==> config.mk <==
export PLATFORM = sky130hd
export DESIGN_NAME = sparse_triplet_matrix_add_flat
export DESIGN_NICKNAME = d
export VERILOG_FILES = /design/src/hw/rtl/stma_pkg.sv /design/src/hw/rtl/stma_ifs.sv /design/src/hw/rtl/stma_store.sv /design/src/hw/rtl/stma_alu.sv /design/src/hw/rtl/sparse_triplet_matrix_add.sv /design/src/flat_wrapper.sv
export SDC_FILE = /design/constraint.sdc
export NUM_CORES = 1
export LEC_CHECK = 0
export BUFFER_PORTS_ARGS = -buffer_cell sky130_fd_sc_hd__buf_2
export CORE_MARGIN = 10
export CORE_UTILIZATION = 29
export CTS_CLUSTER_DIAMETER = 40
export DETAILED_ROUTE_END_ITERATION = 8
export PLACE_DENSITY = 0.46
export SLEW_MARGIN = 20
export SYNTH_ARGS = -nofsm -noshare
export SYNTH_HDL_FRONTEND = slang
export SYNTH_SLANG_ARGS = --single-unit
==> constraint.sdc <==
create_clock -name i_clk -period 7.8 [get_ports i_clk]
set_input_delay 1.56 -clock i_clk [delete_from_list [all_inputs] [get_ports i_clk]]
set_output_delay 1.56 -clock i_clk [all_outputs]
set_load 0.02 [all_outputs]
==> src/hw/rtl/stma_pkg.sv <==
`timescale 1ns / 1ps
`default_nettype none
// ----------------------------------------------------------------------------
// stma_pkg
// Shared widths, codes and types of the sparse triplet matrix adder.
// ----------------------------------------------------------------------------
package stma_pkg;

    localparam int MAX_TERMS_DEF = 16;

    localparam int MODE_W  = 2;
    localparam int IDX_W   = 5;
    localparam int VAL_W   = 32;
    localparam int SUM_W   = 33;
    localparam int COUNT_W = 6;

    localparam logic [COUNT_W-1:0] COUNT_MAX = '1;

    localparam logic [MODE_W-1:0] MODE_LOAD   = 2'd0;
    localparam logic [MODE_W-1:0] MODE_MERGE  = 2'd1;
    localparam logic [MODE_W-1:0] MODE_FINISH = 2'd2;
    localparam logic [MODE_W-1:0] MODE_NONE   = 2'd3;

    typedef enum logic [1:0] {
        S_IDLE,
        S_FETCH,
        S_CMP,
        S_EMIT
    } t_state;

    typedef struct packed {
        logic [IDX_W-1:0]        row;
        logic [IDX_W-1:0]        col;
        logic signed [VAL_W-1:0] value;
    } t_term;

    // decision of one merge step
    typedef struct packed {
        logic                    adv;
        logic                    done;
        logic [IDX_W-1:0]        row;
        logic [IDX_W-1:0]        col;
        logic signed [SUM_W-1:0] value;
    } t_alu_res;

endpackage : stma_pkg
`default_nettype wire

==> src/hw/rtl/stma_ifs.sv <==
`timescale 1ns / 1ps
`default_nettype none
// ----------------------------------------------------------------------------
// stma_ifs
// Valid/ready channels for input terms and result terms.
// ----------------------------------------------------------------------------
interface stma_in_if;
    logic                                      valid;
    logic                                      ready;
    logic [stma_pkg::MODE_W-1:0]               mode;
    logic [stma_pkg::IDX_W-1:0]                term_row;
    logic [stma_pkg::IDX_W-1:0]                term_col;
    logic signed [stma_pkg::VAL_W-1:0]         term_value;

    modport source (output valid, mode, term_row, term_col, term_value, input ready);
    modport sink   (input valid, mode, term_row, term_col, term_value, output ready);
endinterface : stma_in_if

interface stma_out_if;
    logic                                      valid;
    logic                                      ready;
    logic [stma_pkg::IDX_W-1:0]                out_row;
    logic [stma_pkg::IDX_W-1:0]                out_col;
    logic signed [stma_pkg::SUM_W-1:0]         out_value;
    logic                                      is_end;
    logic [stma_pkg::COUNT_W-1:0]              term_count;
    logic                                      overflow;

    modport source (output valid, out_row, out_col, out_value, is_end, term_count,
                    overflow, input ready);
    modport sink   (input valid, out_row, out_col, out_value, is_end, term_count,
                    overflow, output ready);
endinterface : stma_out_if
`default_nettype wire

==> src/hw/rtl/stma_store.sv <==
`timescale 1ns / 1ps
`default_nettype none
// ----------------------------------------------------------------------------
// stma_store
// Term store for the first matrix: one write port, one registered read port.
// ----------------------------------------------------------------------------
module stma_store #(
    parameter int MAX_TERMS = stma_pkg::MAX_TERMS_DEF,
    parameter int ADDR_W    = (MAX_TERMS > 1) ? $clog2(MAX_TERMS) : 1
) (
    input  wire logic                i_clk,
    input  wire logic                i_wr_en,
    input  wire logic [ADDR_W-1:0]   i_wr_addr,
    input  wire stma_pkg::t_term     i_wr_data,
    input  wire logic                i_rd_en,
    input  wire logic [ADDR_W-1:0]   i_rd_addr,
    output stma_pkg::t_term          o_rd_data
);

    stma_pkg::t_term r_mem [MAX_TERMS];
    stma_pkg::t_term r_rd_data;

    always_ff @(posedge i_clk) begin
        if (i_wr_en) begin
            r_mem[i_wr_addr] <= i_wr_data;
        end
    end

    always_ff @(posedge i_clk) begin
        if (i_rd_en) begin
            r_rd_data <= r_mem[i_rd_addr];
        end
    end

    assign o_rd_data = r_rd_data;

endmodule : stma_store
`default_nettype wire

==> src/hw/rtl/stma_alu.sv <==
`timescale 1ns / 1ps
`default_nettype none
// ----------------------------------------------------------------------------
// stma_alu
// Shared compare and add unit: one merge step between a stored term and
// the current term.
// ----------------------------------------------------------------------------
module stma_alu (
    input  wire logic                i_have,
    input  wire logic                i_flush,
    input  wire stma_pkg::t_term     i_stored,
    input  wire stma_pkg::t_term     i_cur,
    output stma_pkg::t_alu_res       o_res
);

    logic                               row_eq;
    logic                               pos_lt;
    logic                               pos_eq;
    logic signed [stma_pkg::SUM_W-1:0]  stored_ext;
    logic signed [stma_pkg::SUM_W-1:0]  cur_ext;
    logic signed [stma_pkg::SUM_W-1:0]  sum;

    assign row_eq     = (i_stored.row == i_cur.row);
    assign pos_lt     = (i_stored.row < i_cur.row) || (row_eq && (i_stored.col < i_cur.col));
    assign pos_eq     = row_eq && (i_stored.col == i_cur.col);
    assign stored_ext = {i_stored.value[stma_pkg::VAL_W-1], i_stored.value};
    assign cur_ext    = {i_cur.value[stma_pkg::VAL_W-1], i_cur.value};
    assign sum        = stored_ext + cur_ext;

    always_comb begin
        priority if (!i_have) begin
            o_res.adv   = 1'b0;
            o_res.done  = 1'b1;
            o_res.row   = i_cur.row;
            o_res.col   = i_cur.col;
            o_res.value = cur_ext;
        end else if (i_flush || pos_lt) begin
            // stored term comes first
            o_res.adv   = 1'b1;
            o_res.done  = 1'b0;
            o_res.row   = i_stored.row;
            o_res.col   = i_stored.col;
            o_res.value = stored_ext;
        end else if (pos_eq) begin
            o_res.adv   = 1'b1;
            o_res.done  = 1'b1;
            o_res.row   = i_cur.row;
            o_res.col   = i_cur.col;
            o_res.value = sum;
        end else begin
            o_res.adv   = 1'b0;
            o_res.done  = 1'b1;
            o_res.row   = i_cur.row;
            o_res.col   = i_cur.col;
            o_res.value = cur_ext;
        end
    end

endmodule : stma_alu
`default_nettype wire

==> src/hw/rtl/sparse_triplet_matrix_add.sv <==
`timescale 1ns / 1ps
`default_nettype none
// ----------------------------------------------------------------------------
// sparse_triplet_matrix_add
// Adds two sparse matrices given as row-major sorted triplets by merging.
// ----------------------------------------------------------------------------
// Load the first matrix with mode 0 items (accepted back to back; terms beyond
// MAX_TERMS are dropped and reported as overflow), then send the second
// matrix with mode 1 items and close with a mode 2 item, which flushes the
// remaining stored terms and ends with an end item carrying the term count.
// A merge or finish item holds the block until its last result is taken; each
// result passes through a store read, compare/add in the shared unit and the
// output register, where the output side may stall it. The input is not ready
// meanwhile. The read port of the term store is registered.
// After the end item all counters are back at zero for the next pair.
module sparse_triplet_matrix_add #(
    parameter int MAX_TERMS = stma_pkg::MAX_TERMS_DEF
) (
    input  wire logic    i_clk,
    input  wire logic    i_rst_n,
    stma_in_if.sink      i_in,
    stma_out_if.source   o_out
);

    localparam int CNT_W  = $clog2(MAX_TERMS + 1);
    localparam int ADDR_W = (MAX_TERMS > 1) ? $clog2(MAX_TERMS) : 1;
    localparam logic [CNT_W-1:0] CNT_FULL = CNT_W'(MAX_TERMS);

    stma_pkg::t_state r_state, n_state;

    logic [CNT_W-1:0]              r_count;
    logic [CNT_W-1:0]              r_rptr;
    logic [stma_pkg::COUNT_W-1:0]  r_emit;
    logic                          r_dropped;
    logic                          r_have;
    logic                          r_last;
    logic                          r_flush;
    stma_pkg::t_term               r_cur;

    logic                          r_out_valid;
    logic [stma_pkg::IDX_W-1:0]    r_out_row;
    logic [stma_pkg::IDX_W-1:0]    r_out_col;
    logic signed [stma_pkg::SUM_W-1:0] r_out_value;
    logic                          r_out_end;
    logic [stma_pkg::COUNT_W-1:0]  r_out_count;
    logic                          r_out_ovf;

    logic                          in_acc;
    logic                          out_acc;
    logic                          store_room;
    logic                          wr_en;
    logic                          rd_en;
    logic                          load_end;
    logic                          load_term;
    stma_pkg::t_term               in_term;
    stma_pkg::t_term               rd_data;
    stma_pkg::t_alu_res            alu_res;

    assign in_acc     = i_in.valid && i_in.ready;
    assign out_acc    = o_out.valid && o_out.ready;
    assign store_room = (r_count < CNT_FULL);
    assign in_term    = '{row: i_in.term_row, col: i_in.term_col, value: i_in.term_value};

    stma_store #(
        .MAX_TERMS (MAX_TERMS),
        .ADDR_W    (ADDR_W)
    ) u_store (
        .i_clk     (i_clk),
        .i_wr_en   (wr_en),
        .i_wr_addr (r_count[ADDR_W-1:0]),
        .i_wr_data (in_term),
        .i_rd_en   (rd_en),
        .i_rd_addr (r_rptr[ADDR_W-1:0]),
        .o_rd_data (rd_data)
    );

    stma_alu u_alu (
        .i_have   (r_have),
        .i_flush  (r_flush),
        .i_stored (rd_data),
        .i_cur    (r_cur),
        .o_res    (alu_res)
    );

    // next state
    always_comb begin
        n_state = r_state;
        unique case (r_state)
            stma_pkg::S_IDLE: begin
                if (in_acc && (i_in.mode == stma_pkg::MODE_MERGE ||
                               i_in.mode == stma_pkg::MODE_FINISH)) begin
                    n_state = stma_pkg::S_FETCH;
                end
            end
            stma_pkg::S_FETCH: n_state = stma_pkg::S_CMP;
            stma_pkg::S_CMP:   n_state = stma_pkg::S_EMIT;
            stma_pkg::S_EMIT: begin
                if (out_acc) begin
                    n_state = r_last ? stma_pkg::S_IDLE : stma_pkg::S_FETCH;
                end
            end
            default: n_state = stma_pkg::S_IDLE;
        endcase
    end

    // control outputs
    always_comb begin
        i_in.ready = 1'b0;
        wr_en      = 1'b0;
        rd_en      = 1'b0;
        load_end   = 1'b0;
        load_term  = 1'b0;
        unique case (r_state)
            stma_pkg::S_IDLE: begin
                i_in.ready = 1'b1;
                wr_en      = in_acc && (i_in.mode == stma_pkg::MODE_LOAD) && store_room;
            end
            stma_pkg::S_FETCH: rd_en = (r_rptr < r_count);
            stma_pkg::S_CMP: begin
                load_end  = r_flush && !r_have;
                load_term = !(r_flush && !r_have);
            end
            stma_pkg::S_EMIT: ;
            default: ;
        endcase
    end

    always_ff @(posedge i_clk) begin
        if (!i_rst_n) begin
            r_state     <= stma_pkg::S_IDLE;
            r_count     <= '0;
            r_rptr      <= '0;
            r_emit      <= '0;
            r_dropped   <= 1'b0;
            r_out_valid <= 1'b0;
        end else begin
            r_state <= n_state;
            if (wr_en) begin
                r_count <= r_count + CNT_W'(1);
            end
            if (in_acc && (i_in.mode == stma_pkg::MODE_LOAD) && !store_room) begin
                r_dropped <= 1'b1;
            end
            if (load_term) begin
                if (r_emit != stma_pkg::COUNT_MAX) begin
                    r_emit <= r_emit + stma_pkg::COUNT_W'(1);
                end
                if (alu_res.adv) begin
                    r_rptr <= r_rptr + CNT_W'(1);
                end
            end
            // end item captured: start over for the next pair
            if (load_end) begin
                r_count   <= '0;
                r_rptr    <= '0;
                r_emit    <= '0;
                r_dropped <= 1'b0;
            end
            if (load_end || load_term) begin
                r_out_valid <= 1'b1;
            end else if (out_acc) begin
                r_out_valid <= 1'b0;
            end
        end
    end

    always_ff @(posedge i_clk) begin
        if (in_acc) begin
            r_cur   <= in_term;
            r_flush <= (i_in.mode == stma_pkg::MODE_FINISH);
        end
        if (r_state == stma_pkg::S_FETCH) begin
            r_have <= (r_rptr < r_count);
        end
        if (load_term) begin
            r_last      <= alu_res.done;
            r_out_row   <= alu_res.row;
            r_out_col   <= alu_res.col;
            r_out_value <= alu_res.value;
            r_out_end   <= 1'b0;
            r_out_count <= '0;
            r_out_ovf   <= 1'b0;
        end else if (load_end) begin
            r_last      <= 1'b1;
            r_out_row   <= '0;
            r_out_col   <= '0;
            r_out_value <= '0;
            r_out_end   <= 1'b1;
            r_out_count <= r_emit;
            r_out_ovf   <= r_dropped;
        end
    end

    assign o_out.valid      = r_out_valid;
    assign o_out.out_row    = r_out_row;
    assign o_out.out_col    = r_out_col;
    assign o_out.out_value  = r_out_value;
    assign o_out.is_end     = r_out_end;
    assign o_out.term_count = r_out_count;
    assign o_out.overflow   = r_out_ovf;

`ifndef SYNTHESIS
    a_rptr_bound: assert property (@(posedge i_clk) disable iff (!i_rst_n)
        r_rptr <= r_count)
        else $error("read pointer passed stored count");

    a_count_bound: assert property (@(posedge i_clk) disable iff (!i_rst_n)
        r_count <= CNT_FULL)
        else $error("stored count beyond capacity");

    a_valid_in_emit: assert property (@(posedge i_clk) disable iff (!i_rst_n)
        r_out_valid |-> (r_state == stma_pkg::S_EMIT))
        else $error("result shown outside emit state");

    a_end_clears: assert property (@(posedge i_clk) disable iff (!i_rst_n)
        (out_acc && o_out.is_end) |=> (r_count == '0 && r_rptr == '0 && r_emit == '0
                                       && r_state == stma_pkg::S_IDLE))
        else $error("state not cleared after end item");

    a_busy_not_ready: assert property (@(posedge i_clk) disable iff (!i_rst_n)
        (r_state != stma_pkg::S_IDLE) |-> !i_in.ready)
        else $error("input taken while busy");
`endif

endmodule : sparse_triplet_matrix_add
`default_nettype wire

==> src/flat_wrapper.sv <==
// flat-port wrapper written by rule: the top's interface ports become plain ports
module sparse_triplet_matrix_add_flat 
#(
    parameter int MAX_TERMS = stma_pkg::MAX_TERMS_DEF
)
  (i_clk, i_rst_n, i_in_valid, i_in_mode, i_in_term_row, i_in_term_col, i_in_term_value, i_in_ready, o_out_valid, o_out_out_row, o_out_out_col, o_out_out_value, o_out_is_end, o_out_term_count, o_out_overflow, o_out_ready);
  stma_in_if i_in_i ();
  stma_out_if o_out_i ();
  input  wire logic i_clk;
  input  wire logic i_rst_n;
  input wire logic [$bits(i_in_i.valid)-1:0] i_in_valid;
  input wire logic [$bits(i_in_i.mode)-1:0] i_in_mode;
  input wire logic [$bits(i_in_i.term_row)-1:0] i_in_term_row;
  input wire logic [$bits(i_in_i.term_col)-1:0] i_in_term_col;
  input wire logic [$bits(i_in_i.term_value)-1:0] i_in_term_value;
  output wire logic [$bits(i_in_i.ready)-1:0] i_in_ready;
  output wire logic [$bits(o_out_i.valid)-1:0] o_out_valid;
  output wire logic [$bits(o_out_i.out_row)-1:0] o_out_out_row;
  output wire logic [$bits(o_out_i.out_col)-1:0] o_out_out_col;
  output wire logic [$bits(o_out_i.out_value)-1:0] o_out_out_value;
  output wire logic [$bits(o_out_i.is_end)-1:0] o_out_is_end;
  output wire logic [$bits(o_out_i.term_count)-1:0] o_out_term_count;
  output wire logic [$bits(o_out_i.overflow)-1:0] o_out_overflow;
  input wire logic [$bits(o_out_i.ready)-1:0] o_out_ready;
  assign i_in_i.valid = i_in_valid;
  assign i_in_i.mode = i_in_mode;
  assign i_in_i.term_row = i_in_term_row;
  assign i_in_i.term_col = i_in_term_col;
  assign i_in_i.term_value = i_in_term_value;
  assign i_in_ready = i_in_i.ready;
  assign o_out_valid = o_out_i.valid;
  assign o_out_out_row = o_out_i.out_row;
  assign o_out_out_col = o_out_i.out_col;
  assign o_out_out_value = o_out_i.out_value;
  assign o_out_is_end = o_out_i.is_end;
  assign o_out_term_count = o_out_i.term_count;
  assign o_out_overflow = o_out_i.overflow;
  assign o_out_i.ready = o_out_ready;
  sparse_triplet_matrix_add #(.MAX_TERMS(MAX_TERMS)) u_core (.i_clk(i_clk), .i_rst_n(i_rst_n), .i_in(i_in_i), .o_out(o_out_i));
endmodule
==> impl_metrics.csv <==
group,metric,value,unit
grt,grtUsageTotal,13.10,%
placement,hpwl,51670,um
die,start_util,29.23,%
route,drtAntennaViolNets,0,
sta,setup_ws,3.530,ns
synthesis,synth.distinct_cells,70,
die,rows,124,
grt,grt_pass1_wl,126700,um
synthesis,synth_seq_area_share,73.74,%
placement,pre_cts_ws,2.741,ns
status,status,"complete, no violations",
hold_path,hp-class,"reg2reg",
finish,finalNetCount,1981,
worst_setup_path,ff2ff_setup_slack,3.70,ns
worst_setup_path,criticalPathCategory,"in2reg",
clock_network,cts_inserted_buffers,121,
route,dr.first_iter.drc_count,1300,
clock_network,post_cts_buffers,0,
synthesis,ys_seq_elements,830,
worst_setup_path,cp-end-kind,"register",
worst_setup_path,rr_worst_depth,8,
sta,slew_headroom,28.36,%
die,core-area,114300,um^2
clock_network,cts.clk_slew.worst_paths,0.05,ns
route,via_per_inst,4.924,
sta,hold_viol_final,0,
grt,grt_pass1_vias,17870,
route,vias,17190,
route,wl_per_cell,24.76,um
run,drv_cap,0,
synthesis,yosysWarningCount,0,
clock_network,insertion_delay,0.69,ns
clock_network,cts.sinks,830,
finish,final_layout_size_suffix_gt1_share,30.13,%
sta,post-route-min-period,4.270,ns
synthesis,netlist_instances,1686,
hold_path,min_path_cells,1,
grt,overflow,0,
worst_setup_path,worst-path-max-fanout,45,
clock_network,htreeDepth,3,
clock_network,clockBufferDepth,3,
grt,antenna_found_initial,9,
worst_setup_path,cp-start-kind,"primary input",
clock_network,cts-resized-gates,0,
worst_setup_path,crit_start,"i_in_valid",
worst_setup_path,worstPathArrival,4.60,ns
synthesis,synth_edf_count,802,
worst_setup_path,crit_path_end,"u_core.u_store.r_mem[7][21]",
synthesis,syn_avg_cell_area,19.82,um^2
route,drcViolationCount,0,
die,die_y,359.5,um
placement,io_buffers,100,
power,p_per_area,302.9,nW/um^2
synthesis,ys_async_sr_fraction,0,%
sta,skew,0.02601,ns
sta,grt_setup_unrepaired,"no",
route,first_pass_iters,5,
power,power.leakage,12.84,nW
route,drt-total-wl,86450,um
sta,whs,0.4535,ns
worst_setup_path,worstReg2RegEnd,"u_core.u_store.r_mem[7][21]",
synthesis,synth-main-ff-cell,"edfxtp_1",
power,ir_worst_vdd,0.2015,mV
placement,gp_congestion,0.8318,
sta,fmax,0.2342,GHz
worst_setup_path,timing.rr.start,"u_core.r_state[0]",
die,ios,101,
sta,finalSetupTns,0,ns
clock_network,cts_hold_buf,0,
worst_setup_path,crit_required,8.13,ns
die,dieWidth,359.5,um
clock_network,clockRootBuffer,"clkbuf_16",
synthesis,synthesis.nets,1793,
synthesis,syn_area,33420,um^2
sta,slew_violations,0,
finish,area_delta_synth_final,20.34,%
sta,worstMarginPinSlew,1.075,ns
finish,fillers,10600,
sta,fin_crit_sh,54.74,%
finish,multi_input_area,8478,um^2
finish,register_area,24660,um^2
die,die-area,129200,um^2
sta,setup_viol,0,
clock_network,cts_tree,"yes",
grt,grt_max_degree,89,
## sequential cells by signal, summed over array words and instances, names as in the netlist, 2 cells and up
name / count
u_core.r_count: 5
u_core.o_out.out_col: 5
u_core.r_emit: 6
u_core.u_store.o_rd_data: 42
u_core.o_out.term_count: 6
u_core.r_rptr: 5
u_core.u_store.r_mem: 672
u_core.r_cur: 42
u_core.o_out.out_row: 5
u_core.r_state: 2
u_core.o_out.out_value: 33
## synthesized netlist by cell type, types with 3 or more instances
library cell / number / area share (%)
a211oi_1: 4 / 0.090
a21boi_0: 4 / 0.090
a21o_1: 19 / 0.43
a21oi_1: 77 / 1.2
a22o_1: 9 / 0.24
a22oi_1: 9 / 0.20
a31o_2: 3 / 0.079
a31oi_1: 5 / 0.094
a41oi_1: 3 / 0.079
and2_1: 9 / 0.17
and3_1: 5 / 0.094
buf_1: 8 / 0.090
buf_2: 14 / 0.21
clkbuf_1: 52 / 0.58
dfxtp_1: 28 / 1.7
edfxtp_1: 802 / 72
ha_1: 58 / 2.2
inv_1: 31 / 0.35
mux2i_1: 6 / 0.18
mux4_2: 210 / 14
nand2_1: 69 / 0.77
nand2b_1: 6 / 0.11
nand3_1: 13 / 0.19
nand4_1: 7 / 0.13
nor2_1: 64 / 0.72
nor2b_1: 7 / 0.13
nor3_1: 15 / 0.22
o211ai_1: 5 / 0.11
o21ai_0: 35 / 0.52
o21ai_1: 3 / 0.045
o21bai_1: 6 / 0.13
o221ai_1: 13 / 0.34
o22ai_1: 3 / 0.056
o31ai_1: 3 / 0.067
or3_1: 7 / 0.13
xnor2_1: 18 / 0.47
xor2_1: 16 / 0.42
## area by class of cell
cell class,count,area share (%)
Antenna cell,1,0.006222
Clock buffer,134,7.703
Clock inverter,93,2.874
Inverter,31,0.2893
Multi-Input combinational cell,749,21.08
Sequential cell,830,61.30
Tap cell,1512,4.704
Timing Repair Buffer,141,2.041
## per-stage QoR
stage | util [%] | cells | area [um^2] | power [mW]
2_1_floorplan | - | 1686 | 33420 | 6.106
3_3_place_gp | 31.45 | 3263 | 35960 | 6.617
5_1_grt | 35.17 | 3491 | 40220 | 12.63
6_report | 35.17 | 3491 | 40220 | 12.18
3_5_place_dp | 31.45 | 3263 | 35960 | 6.635
4_1_cts | 35.17 | 3490 | 40220 | 12.35
## worst min path at each step
| stage | start | end | slack (ns) |
|---|---|---|---|
| 2_1_floorplan | u_core.r_dropped | u_core.r_dropped | 0.44 |
| 6_report | u_core.o_out.is_end | u_core.o_out.is_end | 0.45 |
| 3_5_place_dp | u_core.o_out.is_end | u_core.o_out.is_end | 0.45 |
| 4_1_cts | u_core.o_out.is_end | u_core.o_out.is_end | 0.46 |
| 3_3_place_gp | u_core.o_out.is_end | u_core.o_out.is_end | 0.44 |
| 5_1_grt | u_core.o_out.is_end | u_core.o_out.is_end | 0.47 |
## power by group
| part | internal (mW) | total, mW | switching [mW] |
|---|---|---|---|
| combinational | 0.469 | 1.32 | 0.847 |
| sequential | 5.09 | 5.21 | 0.117 |
| clock | 3.58 | 5.66 | 2.07 |
| total | 9.14 | 12.2 | 3.04 |
## cells in the final DEF, fill, tap and decap left out, types with 7 or more instances in the layout
cell	instances
dfxtp_1	24
nor2b_1	7
clkinv_4	13
bufinv_16	21
a22oi_1	9
o221ai_1	13
xor2_1	16
a21oi_1	77
nand4_1	7
o21ai_0	35
inv_6	11
or3_1	7
mux4_2	210
inv_1	31
ha_1	57
buf_4	40
nand2_1	69
and2_1	7
edfxtp_1	802
clkinv_2	14
nor2_4	12
xnor2_1	18
clkinvlp_4	10
nor3_1	11
clkbuf_1	12
buf_2	100
a22o_1	9
a21o_1	19
clkinv_1	17
nor2_1	52
nand3_1	13
clkbuf_16	122
## worst max-delay path, stage by stage
cell	delay (ns)
buf_2	0.09
and2_2	0.14
buf_4	0.58
and3_1	0.45
nand2_1	0.33
nor2_4	0.90
buf_4	0.49
## routing by layer
metal  up-vias  track usage [%]  share of wire (%)
met4         2            3.683                2.5
met2       469            20.50                 46
met3       155            2.433                5.0
met5         -                0              0.015
met1      9147            18.47                 46
li1       7418                -                  -
## cell families (layout without fill, tap and decap cells)
group	count (synthesis)	in the layout	share of synthesized area (%)
adder cells (fa/ha/maj)	59	59	2.231
flip-flops	830	830	73.74
other	0	1	0
AO/OA/AOI/OAI	221	221	4.365
AND/OR/NAND/NOR	218	218	3.130
multiplexers	217	217	14.36
buffers and inverters	107	399	1.280
XOR/XNOR	34	34	0.8910
No activity file was read; power rests on OpenSTA's default activity.
